File: config.mk
export PLATFORM = sky130hd
export DESIGN_NAME = matrix4x4_multiply_top_flat
export DESIGN_NICKNAME = d
export VERILOG_FILES = /design/src/hw/rtl/mmul_pkg.sv /design/src/hw/rtl/mmul_if.sv /design/src/hw/rtl/mmul_store.sv /design/src/hw/rtl/mmul_seq.sv /design/src/hw/rtl/mmul_mac.sv /design/src/hw/rtl/matrix4x4_multiply_top.sv /design/src/flat_wrapper.sv
export SDC_FILE = /design/constraint.sdc
export NUM_CORES = 2
export LEC_CHECK = 0
export BUFFER_PORTS_ARGS = -buffer_cell sky130_fd_sc_hd__buf_4
export CAP_MARGIN = 30
export CELL_PAD_IN_SITES_DETAIL_PLACEMENT = 0
export CELL_PAD_IN_SITES_GLOBAL_PLACEMENT = 1
export CORE_ASPECT_RATIO = 0.8
export CORE_MARGIN = 5
export CORE_UTILIZATION = 55
export CTS_CLUSTER_SIZE = 10
export DETAILED_ROUTE_END_ITERATION = 16
export PLACE_DENSITY_LB_ADDON = 0.1
export SKIP_CTS_REPAIR_TIMING = 1
export SLEW_MARGIN = 15
export SYNTH_ARGS = -nofsm -noshare
export SYNTH_HDL_FRONTEND = slang
export SYNTH_SLANG_ARGS = --single-unit
File: constraint.sdc
create_clock -name clk -period 21.1 [get_ports clk]
set_input_delay 3.165 -clock clk [delete_from_list [all_inputs] [get_ports clk]]
set_output_delay 3.165 -clock clk [all_outputs]
set_load 0.1 [all_outputs]
File: src/hw/rtl/mmul_pkg.sv
// ----------------------------------------------------------------------------
// mmul_pkg - shared types and constants for the 4x4 matrix multiplier
// Field widths, Q16.16 saturation limits, sequencer states, MAC control.
// ----------------------------------------------------------------------------
`default_nettype none

package mmul_pkg;

  localparam int DIM_DEFAULT       = 4;
  localparam int FRAC_BITS_DEFAULT = 16;

  localparam int POS_W  = 4;
  localparam int DATA_W = 32;

  localparam logic [DATA_W-1:0] Q_MAX = 32'h7FFF_FFFF;
  localparam logic [DATA_W-1:0] Q_MIN = 32'h8000_0000;

  typedef enum logic [0:0] {
    SEQ_IDLE,
    SEQ_RUN
  } seq_state_t;

  // One issued MAC step
  typedef struct packed {
    logic vld;        // step is live
    logic first;      // k == 0, restart the sum
    logic lastk;      // k == DIM-1, sum complete after this step
    logic last_elem;  // final element of the product
  } mac_ctl_t;

endpackage

`default_nettype wire

File: src/hw/rtl/mmul_if.sv
// ----------------------------------------------------------------------------
// mmul_if - valid/ready channels of the matrix multiplier
// Input channel carries element pairs, output channel carries product terms.
// ----------------------------------------------------------------------------
`default_nettype none

interface mmul_in_if;
  logic                                valid;
  logic                                ready;
  logic [mmul_pkg::POS_W-1:0]          position;
  logic signed [mmul_pkg::DATA_W-1:0]  left_value;
  logic signed [mmul_pkg::DATA_W-1:0]  right_value;
  logic                                last;

  modport source (output valid, position, left_value, right_value, last, input ready);
  modport sink   (input valid, position, left_value, right_value, last, output ready);
endinterface

interface mmul_out_if;
  logic                                valid;
  logic                                ready;
  logic [mmul_pkg::POS_W-1:0]          out_position;
  logic signed [mmul_pkg::DATA_W-1:0]  product_value;
  logic                                saturated;
  logic                                out_last;

  modport source (output valid, out_position, product_value, saturated, out_last,
                  input ready);
  modport sink   (input valid, out_position, product_value, saturated, out_last,
                  output ready);
endinterface

`default_nettype wire

File: src/hw/rtl/mmul_store.sv
// ----------------------------------------------------------------------------
// mmul_store - left and right element memories
// One write port shared by both, one registered read port each. Per-entry
// valid flags make unwritten entries read as zero after reset.
// ----------------------------------------------------------------------------
`default_nettype none

module mmul_store #(
  parameter int DIM = mmul_pkg::DIM_DEFAULT
) (
  input  wire logic                               clk,
  input  wire logic                               rst_n,
  input  wire logic                               wr_en,
  input  wire logic [$clog2(DIM*DIM)-1:0]         wr_addr,
  input  wire logic [mmul_pkg::DATA_W-1:0]        wr_left,
  input  wire logic [mmul_pkg::DATA_W-1:0]        wr_right,
  input  wire logic                               rd_en,
  input  wire logic [$clog2(DIM*DIM)-1:0]         rd_left_addr,
  input  wire logic [$clog2(DIM*DIM)-1:0]         rd_right_addr,
  output logic signed [mmul_pkg::DATA_W-1:0]      rd_left,
  output logic signed [mmul_pkg::DATA_W-1:0]      rd_right
);

  localparam int DEPTH = DIM * DIM;

  logic [mmul_pkg::DATA_W-1:0] left_mem  [DEPTH];
  logic [mmul_pkg::DATA_W-1:0] right_mem [DEPTH];
  logic [DEPTH-1:0]            ent_vld_r;

  logic [mmul_pkg::DATA_W-1:0] left_rd_r, right_rd_r;
  logic                        left_vld_r, right_vld_r;

  always_ff @(posedge clk) begin
    if (!rst_n) begin
      ent_vld_r <= '0;
    end else if (wr_en) begin
      ent_vld_r[wr_addr] <= 1'b1;
    end
  end

  always_ff @(posedge clk) begin
    if (wr_en) begin
      left_mem[wr_addr]  <= wr_left;
      right_mem[wr_addr] <= wr_right;
    end
  end

  always_ff @(posedge clk) begin
    if (rd_en) begin
      left_rd_r   <= left_mem[rd_left_addr];
      right_rd_r  <= right_mem[rd_right_addr];
      left_vld_r  <= ent_vld_r[rd_left_addr];
      right_vld_r <= ent_vld_r[rd_right_addr];
    end
  end

  assign rd_left  = left_vld_r  ? left_rd_r  : '0;
  assign rd_right = right_vld_r ? right_rd_r : '0;

endmodule

`default_nettype wire

File: src/hw/rtl/mmul_seq.sv
// ----------------------------------------------------------------------------
// mmul_seq - MAC step sequencer
// Walks row, column and k for every product element, one step per advance.
// ----------------------------------------------------------------------------
`default_nettype none

module mmul_seq #(
  parameter int DIM = mmul_pkg::DIM_DEFAULT
) (
  input  wire logic                         clk,
  input  wire logic                         rst_n,
  input  wire logic                         start,
  input  wire logic                         adv,
  output logic                              in_ready,
  output mmul_pkg::mac_ctl_t                iss_ctl,
  output logic [$clog2(DIM*DIM)-1:0]        iss_idx,
  output logic [$clog2(DIM*DIM)-1:0]        left_addr,
  output logic [$clog2(DIM*DIM)-1:0]        right_addr
);

  localparam int AW = $clog2(DIM*DIM);
  localparam int KW = $clog2(DIM);
  localparam logic [KW-1:0] K_MAX = KW'(DIM - 1);

  mmul_pkg::seq_state_t state_r, state_nxt;
  logic [KW-1:0] row_r, row_nxt, col_r, col_nxt, k_r, k_nxt;
  logic          final_step;

  assign final_step = (row_r == K_MAX) && (col_r == K_MAX) && (k_r == K_MAX);

  // Next state
  always_comb begin
    state_nxt = state_r;
    unique case (state_r)
      mmul_pkg::SEQ_IDLE: if (start) state_nxt = mmul_pkg::SEQ_RUN;
      mmul_pkg::SEQ_RUN:  if (adv && final_step) state_nxt = mmul_pkg::SEQ_IDLE;
      default:            state_nxt = mmul_pkg::SEQ_IDLE;
    endcase
  end

  // Counters wrap back to zero after the final step
  always_comb begin
    row_nxt = row_r;
    col_nxt = col_r;
    k_nxt   = k_r;
    if (state_r == mmul_pkg::SEQ_RUN && adv) begin
      if (k_r == K_MAX) begin
        k_nxt = '0;
        if (col_r == K_MAX) begin
          col_nxt = '0;
          row_nxt = (row_r == K_MAX) ? '0 : row_r + 1'b1;
        end else begin
          col_nxt = col_r + 1'b1;
        end
      end else begin
        k_nxt = k_r + 1'b1;
      end
    end
  end

  always_ff @(posedge clk) begin
    if (!rst_n) begin
      state_r <= mmul_pkg::SEQ_IDLE;
      row_r   <= '0;
      col_r   <= '0;
      k_r     <= '0;
    end else begin
      state_r <= state_nxt;
      row_r   <= row_nxt;
      col_r   <= col_nxt;
      k_r     <= k_nxt;
    end
  end

  // Outputs
  always_comb begin
    in_ready          = (state_r == mmul_pkg::SEQ_IDLE);
    iss_ctl.vld       = (state_r == mmul_pkg::SEQ_RUN);
    iss_ctl.first     = (k_r == '0);
    iss_ctl.lastk     = (k_r == K_MAX);
    iss_ctl.last_elem = (row_r == K_MAX) && (col_r == K_MAX);
    iss_idx    = AW'(row_r) * AW'(DIM) + AW'(col_r);
    left_addr  = AW'(row_r) * AW'(DIM) + AW'(k_r);
    right_addr = AW'(k_r) * AW'(DIM) + AW'(col_r);
  end

endmodule

`default_nettype wire

File: src/hw/rtl/mmul_mac.sv
// ----------------------------------------------------------------------------
// mmul_mac - shared multiply-accumulate unit with output register
// Multiply, exact accumulate, arithmetic shift and saturate to Q16.16.
// ----------------------------------------------------------------------------
`default_nettype none

module mmul_mac #(
  parameter int DIM       = mmul_pkg::DIM_DEFAULT,
  parameter int FRAC_BITS = mmul_pkg::FRAC_BITS_DEFAULT
) (
  input  wire logic                               clk,
  input  wire logic                               rst_n,
  input  wire mmul_pkg::mac_ctl_t                 iss_ctl,
  input  wire logic [$clog2(DIM*DIM)-1:0]         iss_idx,
  input  wire logic signed [mmul_pkg::DATA_W-1:0] rd_left,
  input  wire logic signed [mmul_pkg::DATA_W-1:0] rd_right,
  input  wire logic                               out_ready,
  output logic                                    adv,
  output logic                                    out_valid,
  output logic [mmul_pkg::POS_W-1:0]              out_position,
  output logic signed [mmul_pkg::DATA_W-1:0]      product_value,
  output logic                                    saturated,
  output logic                                    out_last
);

  localparam int AW    = $clog2(DIM*DIM);
  localparam int DW    = mmul_pkg::DATA_W;
  localparam int PW    = 2 * DW;
  localparam int ACC_W = PW + $clog2(DIM);
  localparam int HI_W  = ACC_W - DW + 1;

  mmul_pkg::mac_ctl_t s1_ctl_r, s2_ctl_r;
  logic [AW-1:0]      s1_idx_r, s2_idx_r, acc_idx_r;
  logic               acc_last_r, acc_done_r;

  logic signed [PW-1:0]    prod_r;
  logic signed [ACC_W-1:0] prod_ext, acc_r, acc_nxt, shifted;
  logic [HI_W-1:0]         hi_bits;
  logic                    sat;
  logic [DW-1:0]           sat_val;

  logic                    out_valid_r;
  logic [mmul_pkg::POS_W-1:0] out_pos_r;
  logic [DW-1:0]           out_val_r;
  logic                    out_sat_r, out_last_r;

  // Whole pipe holds while a finished term is refused downstream
  assign adv = !out_valid_r || out_ready;

  assign prod_ext = {{(ACC_W-PW){prod_r[PW-1]}}, prod_r};
  assign acc_nxt  = s2_ctl_r.first ? prod_ext : acc_r + prod_ext;

  assign shifted = acc_r >>> FRAC_BITS;
  assign hi_bits = shifted[ACC_W-1:DW-1];
  assign sat     = !((&hi_bits) || !(|hi_bits));
  assign sat_val = sat ? (shifted[ACC_W-1] ? mmul_pkg::Q_MIN : mmul_pkg::Q_MAX)
                       : shifted[DW-1:0];

  always_ff @(posedge clk) begin
    if (!rst_n) begin
      s1_ctl_r    <= '0;
      s2_ctl_r    <= '0;
      acc_done_r  <= 1'b0;
      out_valid_r <= 1'b0;
    end else if (adv) begin
      s1_ctl_r    <= iss_ctl;
      s2_ctl_r    <= s1_ctl_r;
      acc_done_r  <= s2_ctl_r.vld && s2_ctl_r.lastk;
      out_valid_r <= acc_done_r;
    end
  end

  always_ff @(posedge clk) begin
    if (adv) begin
      s1_idx_r <= iss_idx;
      s2_idx_r <= s1_idx_r;
      prod_r   <= rd_left * rd_right;
      if (s2_ctl_r.vld) begin
        acc_r      <= acc_nxt;
        acc_idx_r  <= s2_idx_r;
        acc_last_r <= s2_ctl_r.last_elem;
      end
      if (acc_done_r) begin
        out_pos_r  <= mmul_pkg::POS_W'(acc_idx_r);
        out_val_r  <= sat_val;
        out_sat_r  <= sat;
        out_last_r <= acc_last_r;
      end
    end
  end

  assign out_valid     = out_valid_r;
  assign out_position  = out_pos_r;
  assign product_value = out_val_r;
  assign saturated     = out_sat_r;
  assign out_last      = out_last_r;

endmodule

`default_nettype wire

File: src/hw/rtl/matrix4x4_multiply_top.sv
// ----------------------------------------------------------------------------
// matrix4x4_multiply_top - DIM x DIM signed Q16.16 matrix multiplier
// Flow: an item without last is only stored; after an item with last, the
//   product terms follow.
// Throughput: set by the single shared multiply-accumulate unit (one MAC per
//   cycle while the output register is not held by a refused term).
// Reset: rst_n synchronous, active low; both element stores then read as zero.
// ----------------------------------------------------------------------------
`default_nettype none

// Structure
//   mmul_store : left/right element memories, registered read, per-entry valid
//                flags so that entries never written since reset read as zero
//                (no clearing pass is needed).
//   mmul_seq   : sequencer; in IDLE it takes element pairs, an item with last
//                starts RUN, stepping (row, col, k) one MAC per unstalled cycle.
//   mmul_mac   : read -> multiply -> accumulate -> shift/saturate -> output
//                register. The whole pipe advances together and holds only
//                while the output register is full and not taken.
//
// Input channel is ready only in IDLE. Once the last MAC step is issued the
// sequencer returns to IDLE and new pairs can be stored while the tail of the
// previous product still drains; stored reads are all done by then, so the
// new writes cannot disturb it.
//
// A position at or beyond DIM*DIM stores nothing, but last still triggers.
// Output position is the low four bits of the row-major index.

module matrix4x4_multiply_top #(
  parameter int DIM       = mmul_pkg::DIM_DEFAULT,
  parameter int FRAC_BITS = mmul_pkg::FRAC_BITS_DEFAULT
) (
  input  wire logic  clk,
  input  wire logic  rst_n,
  mmul_in_if.sink    in_ch,
  mmul_out_if.source out_ch
);

  localparam int AW    = $clog2(DIM*DIM);
  localparam int DEPTH = DIM * DIM;

  logic               in_xfer;     // input transfer this cycle
  logic               wr_en;
  logic               adv;
  mmul_pkg::mac_ctl_t iss_ctl;
  logic [AW-1:0]      iss_idx, left_addr, right_addr;
  logic signed [mmul_pkg::DATA_W-1:0] rd_left, rd_right;

  assign in_xfer = in_ch.valid && in_ch.ready;
  // Positions outside the matrix are dropped
  assign wr_en   = in_xfer && (32'(in_ch.position) < 32'(DEPTH));

  mmul_seq #(
    .DIM (DIM)
  ) u_seq (
    .clk        (clk),
    .rst_n      (rst_n),
    .start      (in_xfer && in_ch.last),
    .adv        (adv),
    .in_ready   (in_ch.ready),
    .iss_ctl    (iss_ctl),
    .iss_idx    (iss_idx),
    .left_addr  (left_addr),
    .right_addr (right_addr)
  );

  mmul_store #(
    .DIM (DIM)
  ) u_store (
    .clk           (clk),
    .rst_n         (rst_n),
    .wr_en         (wr_en),
    .wr_addr       (AW'(in_ch.position)),
    .wr_left       (in_ch.left_value),
    .wr_right      (in_ch.right_value),
    .rd_en         (adv),
    .rd_left_addr  (left_addr),
    .rd_right_addr (right_addr),
    .rd_left       (rd_left),
    .rd_right      (rd_right)
  );

  mmul_mac #(
    .DIM       (DIM),
    .FRAC_BITS (FRAC_BITS)
  ) u_mac (
    .clk           (clk),
    .rst_n         (rst_n),
    .iss_ctl       (iss_ctl),
    .iss_idx       (iss_idx),
    .rd_left       (rd_left),
    .rd_right      (rd_right),
    .out_ready     (out_ch.ready),
    .adv           (adv),
    .out_valid     (out_ch.valid),
    .out_position  (out_ch.out_position),
    .product_value (out_ch.product_value),
    .saturated     (out_ch.saturated),
    .out_last      (out_ch.out_last)
  );

endmodule

`default_nettype wire
File: src/flat_wrapper.sv
// flat-port wrapper written by rule: the top's interface ports become plain ports
module matrix4x4_multiply_top_flat 
#(
  parameter int DIM       = mmul_pkg::DIM_DEFAULT,
  parameter int FRAC_BITS = mmul_pkg::FRAC_BITS_DEFAULT
)
  (clk, rst_n, in_ch_valid, in_ch_position, in_ch_left_value, in_ch_right_value, in_ch_last, in_ch_ready, out_ch_valid, out_ch_out_position, out_ch_product_value, out_ch_saturated, out_ch_out_last, out_ch_ready);
  mmul_in_if in_ch_i ();
  mmul_out_if out_ch_i ();
  input  wire logic clk;
  input  wire logic rst_n;
  input wire logic [$bits(in_ch_i.valid)-1:0] in_ch_valid;
  input wire logic [$bits(in_ch_i.position)-1:0] in_ch_position;
  input wire logic [$bits(in_ch_i.left_value)-1:0] in_ch_left_value;
  input wire logic [$bits(in_ch_i.right_value)-1:0] in_ch_right_value;
  input wire logic [$bits(in_ch_i.last)-1:0] in_ch_last;
  output wire logic [$bits(in_ch_i.ready)-1:0] in_ch_ready;
  output wire logic [$bits(out_ch_i.valid)-1:0] out_ch_valid;
  output wire logic [$bits(out_ch_i.out_position)-1:0] out_ch_out_position;
  output wire logic [$bits(out_ch_i.product_value)-1:0] out_ch_product_value;
  output wire logic [$bits(out_ch_i.saturated)-1:0] out_ch_saturated;
  output wire logic [$bits(out_ch_i.out_last)-1:0] out_ch_out_last;
  input wire logic [$bits(out_ch_i.ready)-1:0] out_ch_ready;
  assign in_ch_i.valid = in_ch_valid;
  assign in_ch_i.position = in_ch_position;
  assign in_ch_i.left_value = in_ch_left_value;
  assign in_ch_i.right_value = in_ch_right_value;
  assign in_ch_i.last = in_ch_last;
  assign in_ch_ready = in_ch_i.ready;
  assign out_ch_valid = out_ch_i.valid;
  assign out_ch_out_position = out_ch_i.out_position;
  assign out_ch_product_value = out_ch_i.product_value;
  assign out_ch_saturated = out_ch_i.saturated;
  assign out_ch_out_last = out_ch_i.out_last;
  assign out_ch_i.ready = out_ch_ready;
  matrix4x4_multiply_top #(.DIM(DIM), .FRAC_BITS(FRAC_BITS)) u_core (.clk(clk), .rst_n(rst_n), .in_ch(in_ch_i), .out_ch(out_ch_i));
endmodule
* Word level (Yosys, flattened, before mapping)
Memories as Yosys holds them, arrays and structs flattened. A register that Yosys moved wholly into a read port is not among the register bits. Cells that the tools add are included.
Cells by class: add/sub/neg operators 7, $mul 1, div/mod/pow operators 0, order comparisons 4, equality and inequality tests 3, shift operators 0, muxes and demuxes 19, bitwise gates (word level) 2, reductions and logical operators 20
Operators with widths (number):
- 32-bit two-way mux | 4
- 66-bit by 64-bit adder with 66-bit output | 1
- 66-bit two-way mux | 1
- 32-bit by 32-bit multiplier with 64-bit output | 1
- 19-bit AND reduction | 1
- 19-bit OR reduction | 1
- 16-bit bitwise OR | 1
- 4-bit by 5-bit < comparator with 1-bit output, second input constant | 3
- 4-bit by 2-bit adder with 4-bit output | 3
- 1-bit binary-select mux with 4-bit select | 2
- 1-bit logical AND | 8
- 1-bit two-way mux | 7
- 2-bit by 1-bit adder with 2-bit output, second input constant | 3
- 2-bit == test, second input constant | 3
- 2-bit two-way mux | 3
- 2-bit AND reduction | 3
- 1-bit demux with 4-bit select | 1
- 4-bit by 1-bit >= comparator with 1-bit output, second input constant | 1
- 1-bit logical NOT | 3
- 3-bit AND reduction | 1
- 2-bit logical NOT | 1
- 1-bit logical OR | 2
- 1-bit case mux with 2 select lines | 1
- 1-bit NOT | 1
Word-level totals: register bits 216, latch bits 0, memory bits (writable) 1024, memory bits (read-only) 0, input port bits 73, output and inout port bits 40, word-level logic and storage cells 85, memories kept 2
Memories:
- u_core.u_store.left_mem | words 16, width 32, rd ports 1, clocked after Yosys merged registers in 1, write ports 1, line mmul_store.sv:26 | logic [mmul_pkg::DATA_W-1:0] left_mem [DEPTH];
- u_core.u_store.right_mem | words 16, width 32, rd ports 1, clocked after Yosys merged registers in 1, write ports 1, line mmul_store.sv:27 | logic [mmul_pkg::DATA_W-1:0] right_mem [DEPTH];

* Depth between registers and ports, before layout
depth in word-level cells 6, depth in mapped cells 32, mapped depth without buffers 28

* Modules after synthesis
From an unflattened synthesis, not the netlist that was laid out.
Unflattened totals: cell total of the unflattened synthesis 6737, area total of the unflattened synthesis 88947.8 um2
By module, submodules not included:
- mmul_mac | instances 1, cells an instance 4913, area an instance 47082.7 um2, seq. area each 5635.4 um2
- mmul_store | instances 1, cells an instance 1777, area an instance 41432.2 um2, seq. area each 33051.7 um2
- mmul_seq | instances 1, cells an instance 45, area an instance 420.4 um2, seq. area each 140.1 um2
- matrix4x4_multiply_top | instances 1, cells an instance 2, area an instance 12.5 um2, seq. area each 0.0 um2

* Worst setup path before layout
No wires, ideal clock.
path kind input -> register, start point in out_ch_ready, end point reg u_core.u_mac.acc_idx_r[0] (enable), library setup time 0.437 ns, arrival 9.277 ns, required time 20.663 ns, setup slack 11.386 ns, stages on the path 4, buffers on the path 1, cell sequence nor2b_1 > inv_1 > buf_1 > and2_1
Between the ends: cells in the longest elaborated chain, start to end 2
RTL lines:
- start, declared | line flat_wrapper.sv:23 | input wire logic [$bits(out_ch_i.ready)-1:0] out_ch_ready;
- 1-bit logical OR | line mmul_mac.sv:48 | assign adv = !out_valid_r || out_ready;
- 2-bit AND reduction (no line)
- end signal, assigned | line mmul_mac.sv:80 | acc_idx_r <= s2_idx_r;
- end, declared | line mmul_mac.sv:33 | logic [AW-1:0] s1_idx_r, s2_idx_r, acc_idx_r;
No other way between the ends. A chain may end at the register's enable or synchronous reset.

* Worst setup path after layout
start point reg u_core.u_store.left_vld_r, end point reg u_core.u_mac.prod_r[62] (data pin)
Between the ends: cells in the longest elaborated chain, start to end 2
RTL lines:
- start, declared | line mmul_store.sv:31 | logic left_vld_r, right_vld_r;
- start signal, assigned | line mmul_store.sv:52 | left_vld_r <= ent_vld_r[rd_left_addr];
- 32-bit two-way mux | line mmul_store.sv:57 | assign rd_left = left_vld_r ? left_rd_r : '0;
- 32-bit by 32-bit multiplier with 64-bit output | line mmul_mac.sv:77 | prod_r <= rd_left * rd_right;
- end signal, assigned | line mmul_mac.sv:77
- end, declared | line mmul_mac.sv:36 | logic signed [PW-1:0] prod_r;
No other way between the ends.

==> results.txt <==
----------------------------------------------------
[Synth]
  Parity-gate share of the synthesized area counting xor and xnor cells ... between 1 and 1.5%
  Fraction of the mapped netlist area in adder cells ... 28.4%
  Mux cell area share after synthesis ... 8.57%
  Mean cell area of the mapped netlist ... about 13 sq um
  Total nets after synthesis ... 7,994
  Combinational family with the most area after synthesis ... adder cells
  Cell type with the largest total area after synthesis ... sky130_fd_sc_hd__edfxtp_1
  Number of warnings printed during yosys synthesis ... 0
  Share of synthesized cell area in and, or, nand and nor gates ... ~7.4%
  Synth top cells by count ... sky130_fd_sc_hd__edfxtp_1, sky130_fd_sc_hd__fa_1, sky130_fd_sc_hd__inv_1
  Share of async-settable or async-resettable flops after synthesis ... 0%
  Cell with the most instances after synthesis ... sky130_fd_sc_hd__edfxtp_1
  Proportion of synthesized chip area in sequential cells ... 44.3%
  Prevailing post-synth register cell ... sky130_fd_sc_hd__edfxtp_1
  Largest cells by area after synthesis ... sky130_fd_sc_hd__edfxtp_1, sky130_fd_sc_hd__fa_1, sky130_fd_sc_hd__mux4_2
  Post-synthesis compound-gate area fraction ... 4.26%
  Number of instances in the synthesized netlist ... 6,585
  Share of Yosys cell area claimed by the top area cell type ... between 40% and 50%
  Number of synthesized register bits ... ~1,300
  Area of the mapped netlist ... 87,600 sq um
  Number of different library cells in the post-synthesis netlist ... ~80
  Number of synthesized flops with an enable pin ... around 1,300

[Worst setup path]
  Worst reg2reg path endpoint ... u_core.u_mac.prod_r[62]$_DFFE_PN_
  Data arrival time of the critical path ... 10,340 ps
  Req. time, crit path ... 21,600 ps
  R2r startpoint ... u_core.u_store.left_vld_r$_DFFE_PN_
  Category of the worst setup path capture point ... flip-flop
  Flop-to-flop setup slack ... 11,260 ps
  Length in cells of the worst reg-to-reg path ... 20
  Worst setup path category ... flip-flop to flip-flop
  Worst-path fanout max ... 64
  Nature of the critical path startpoint ... flip-flop

[Final layout]
  Register area ... 38,800 sq um
  Footprint of the multi-input gates ... approximately 44,000 sq um
  Net count reported at finish ... 8,045
  Area Growth Syn to Fin ... 9.10%
  Fraction of layout cells with a size suffix above 1 ... 12.0%
  Post-route cell area ... between 90,000 and 100,000 sq um
  Number of fillers in the final layout ... around 12,000

[Pwr]
  Power density over cell area ... 57.7 nW/um^2
  Net switching power ... 1.21 mW
  Part of the total power dissipated in the clock network ... 42.9%
  Power Internal ... 4.31 mW
  Switching fraction of total power ... 21.9%
  Leakage power figure ... 38.0 nW
  Part of the power in combinational logic ... 4.5%
  Worst vdd ir ... 0.0871 mV
  Share of power burned in registers ... 52.6%

[Global route]
  Tot GR Track Use ... 29.6%
  Initial antenna violation count ... 6
  Via count of the first global-routing pass ... roughly 56,000
  Pin count of the biggest net entering global routing ... 74
  Final global-route overflow total ... 0
  Global-route wire length before repair ... about 370 mm

[Worst hold path]
  Worst hold path cell count ... 0
  Worst hold path endpoint ... u_core.u_mac.s2_idx_r[3]$_DFFE_PN_
  Source of the worst hold timing path ... u_core.u_mac.s1_idx_r[3]$_DFFE_PN_
  Min-Delay Path Class ... flip-flop to flip-flop

[Drt]
  Via-per-instance ratio ... 5.97
  Overall via count from detail_route ... between 50,000 and 60,000
  Final routed DRC violation total ... 0
  Number of design-rule violations left by the first detailed-router iteration ... a little over 5,000
  First-pass detailed-route iteration total ... 6
  Average wire per standard cell ... approximately 27 microns
  Post-detailed-route count of antenna-violating nets ... 0
  Routed WL ... about 240 mm

[Run]
  Number of max-capacitance violations reported ... 0

[STA]
  Worst hold margin ... 414 ps
  Setup repair after global routing missed its margin ... false
  Minimum clock period after layout ... 9840 ps
  Total negative slack ... 0 ps
  Max Fclk ... about 100 MHz
  Relative slew slack ... 28.6%
  Count of final hold-check violations ... 0
  Final Slew Violations ... 0
  Final clock period utilization by the worst path ... a little under half
  Count of final setup violators ... 0
  Worst Skew ... 56.2 ps
  Transition time of the tightest slew-check pin ... 1070 ps

[Placed design]
  Placed Instance Area ... 90,900 sq um
  Weighted congestion at the end of routability-driven global placement ... 0.922
  Detailed Place HPWL ... 169 mm
  Port Buffer Count ... 112

[Die]
  Die span in y ... 367 microns
  Boundary pin count ... 113
  Area of the die ... 167,000 sq um
  Core footprint ... approximately 160,000 sq um
  Die Width ... 456 microns
  Initial Util ... 55.1%
  Count of standard-cell rows ... ~130

[CTS]
  Number of sinks driven by the clock tree ... 1,304
  Reg clk slew, reported paths ... 60 ps
  TritonCTS clock tree ... yes
  Source-to-sink clock delay at the later pin of the worst-skew pair ... 800 ps
  Clk Tree Root Cell ... sky130_fd_sc_hd__clkbuf_16
  Deepest level of the CTS H-tree ... 4
  Buffer depth of the longest clock path ... 3
  Number of buffers added by the clock tree synthesis step ... 151

[Outcome]
  Outcome ... completed

----------------------------------------------------
sequential cells by signal, indices dropped and copies added, names as in the netlist, 16 cells and up:
register	count
u_core.u_store.right_rd_r	32
u_core.u_mac.product_value	32
u_core.u_mac.prod_r	64
u_core.u_mac.acc_r	66
u_core.u_store.ent_vld_r	16
u_core.u_store.right_mem	512
u_core.u_store.left_rd_r	32
u_core.u_store.left_mem	512
worst max-delay path by stage:
| stage | depth (start not counted) | slack (ps) | endpoint | from |
|---|---|---|---|---|
| floorplan | 4 | 11390 | u_core.u_mac.acc_idx_r[0]$_DFFE_PP_ | out_ch_ready |
| global placement | 29 | 11440 | u_core.u_mac.prod_r[60]$_DFFE_PN_ | u_core.u_store.left_vld_r$_DFFE_PN_ |
| detailed placement | 23 | 11380 | u_core.u_mac.prod_r[59]$_DFFE_PN_ | u_core.u_store.left_vld_r$_DFFE_PN_ |
| CTS | 27 | 11330 | u_core.u_mac.prod_r[60]$_DFFE_PN_ | u_core.u_store.left_vld_r$_DFFE_PN_ |
| global route | 29 | 10790 | u_core.u_mac.prod_r[61]$_DFFE_PN_ | u_core.u_store.left_vld_r$_DFFE_PN_ |
| finish | 20 | 11260 | u_core.u_mac.prod_r[62]$_DFFE_PN_ | u_core.u_store.left_vld_r$_DFFE_PN_ |
layout by cell type (no fill, tap or decap), drive strengths merged, types with 6 or more instances in the layout:
cell	n
and2	65
nor2b	24
o211ai	15
nand4	32
clkbuf	195
edfxtp	1271
inv	994
nand2	697
mux4	330
o21a	30
nor2	615
a221o	7
clkinv	19
o21bai	18
o21ai	120
a21o	117
a21boi	18
o31ai	11
xor2	46
a31oi	18
and3	21
a221oi	6
nand2b	20
buf	243
dfxtp	33
xnor2	81
fa	1083
nor4	8
a21oi	142
nor3	21
a211oi	13
nand3	57
a211o	6
ha	253
final cells by class:
cell class	count	share of cell area (%)
Antenna cell	2	0.00524
Clock buffer	195	4.15
Clock inverter	22	0.477
Inverter	994	3.91
Multi-Input combinational cell	3942	45.9
Sequential cell	1304	40.7
Tap cell	2128	2.79
Timing Repair Buffer	243	2.13
layer usage:
metal,routed length (microns),GRT usage [%]
met1,104000,44.6
met3,24400,7.23
met5,26,0
met4,6800,7.71
met2,107000,43.7
per-stage QoR:
stage                     worst slack (ps)  total power [mW]  utilization [%]  instances
after floorplan                      11390              3.09                -       6585
after global placement               11440              3.19             57.1       8592
after detailed placement             11380              3.20             57.2       8599
after CTS                            11330              5.56             60.0       8816
after global routing                 10790              5.70             60.2       8830
final                                11260              5.52             60.2       8830
kinds of logic after synthesis:
kind of cell / after synthesis
xor+xnor: 127
flops: 1304
compound gates: 566
simple gates: 1576
buf+inv: 1339
mux: 337
fa+ha+maj: 1336
power by group through the flow:
stage | sequential [mW] | combinational, mW | clock [mW]
CTS | 2.90 | 0.245 | 2.41
floorplan | 2.94 | 0.142 | 0
global placement | 2.95 | 0.240 | 0
finish | 2.90 | 0.248 | 2.36
detailed placement | 2.96 | 0.245 | 0
global route | 2.90 | 0.266 | 2.53
critical path, cell delays in order (launching register included):
cell and delay, ps:
sky130_fd_sc_hd__edfxtp_1 320, sky130_fd_sc_hd__buf_4 530, sky130_fd_sc_hd__and2_1 770, sky130_fd_sc_hd__nand2_1 210, sky130_fd_sc_hd__inv_1 180, sky130_fd_sc_hd__fa_1 460
sky130_fd_sc_hd__fa_1 510, sky130_fd_sc_hd__fa_1 1030, sky130_fd_sc_hd__fa_1 570, sky130_fd_sc_hd__fa_1 510, sky130_fd_sc_hd__fa_1 530, sky130_fd_sc_hd__fa_1 740
sky130_fd_sc_hd__fa_1 490, sky130_fd_sc_hd__ha_1 460, sky130_fd_sc_hd__and3_1 320, sky130_fd_sc_hd__nand4_1 360, sky130_fd_sc_hd__a211oi_2 560, sky130_fd_sc_hd__o21ai_1 300
sky130_fd_sc_hd__o31a_1 390, sky130_fd_sc_hd__mux2_1 210, sky130_fd_sc_hd__nand4_1 70
(Power assumes the default switching activity.)
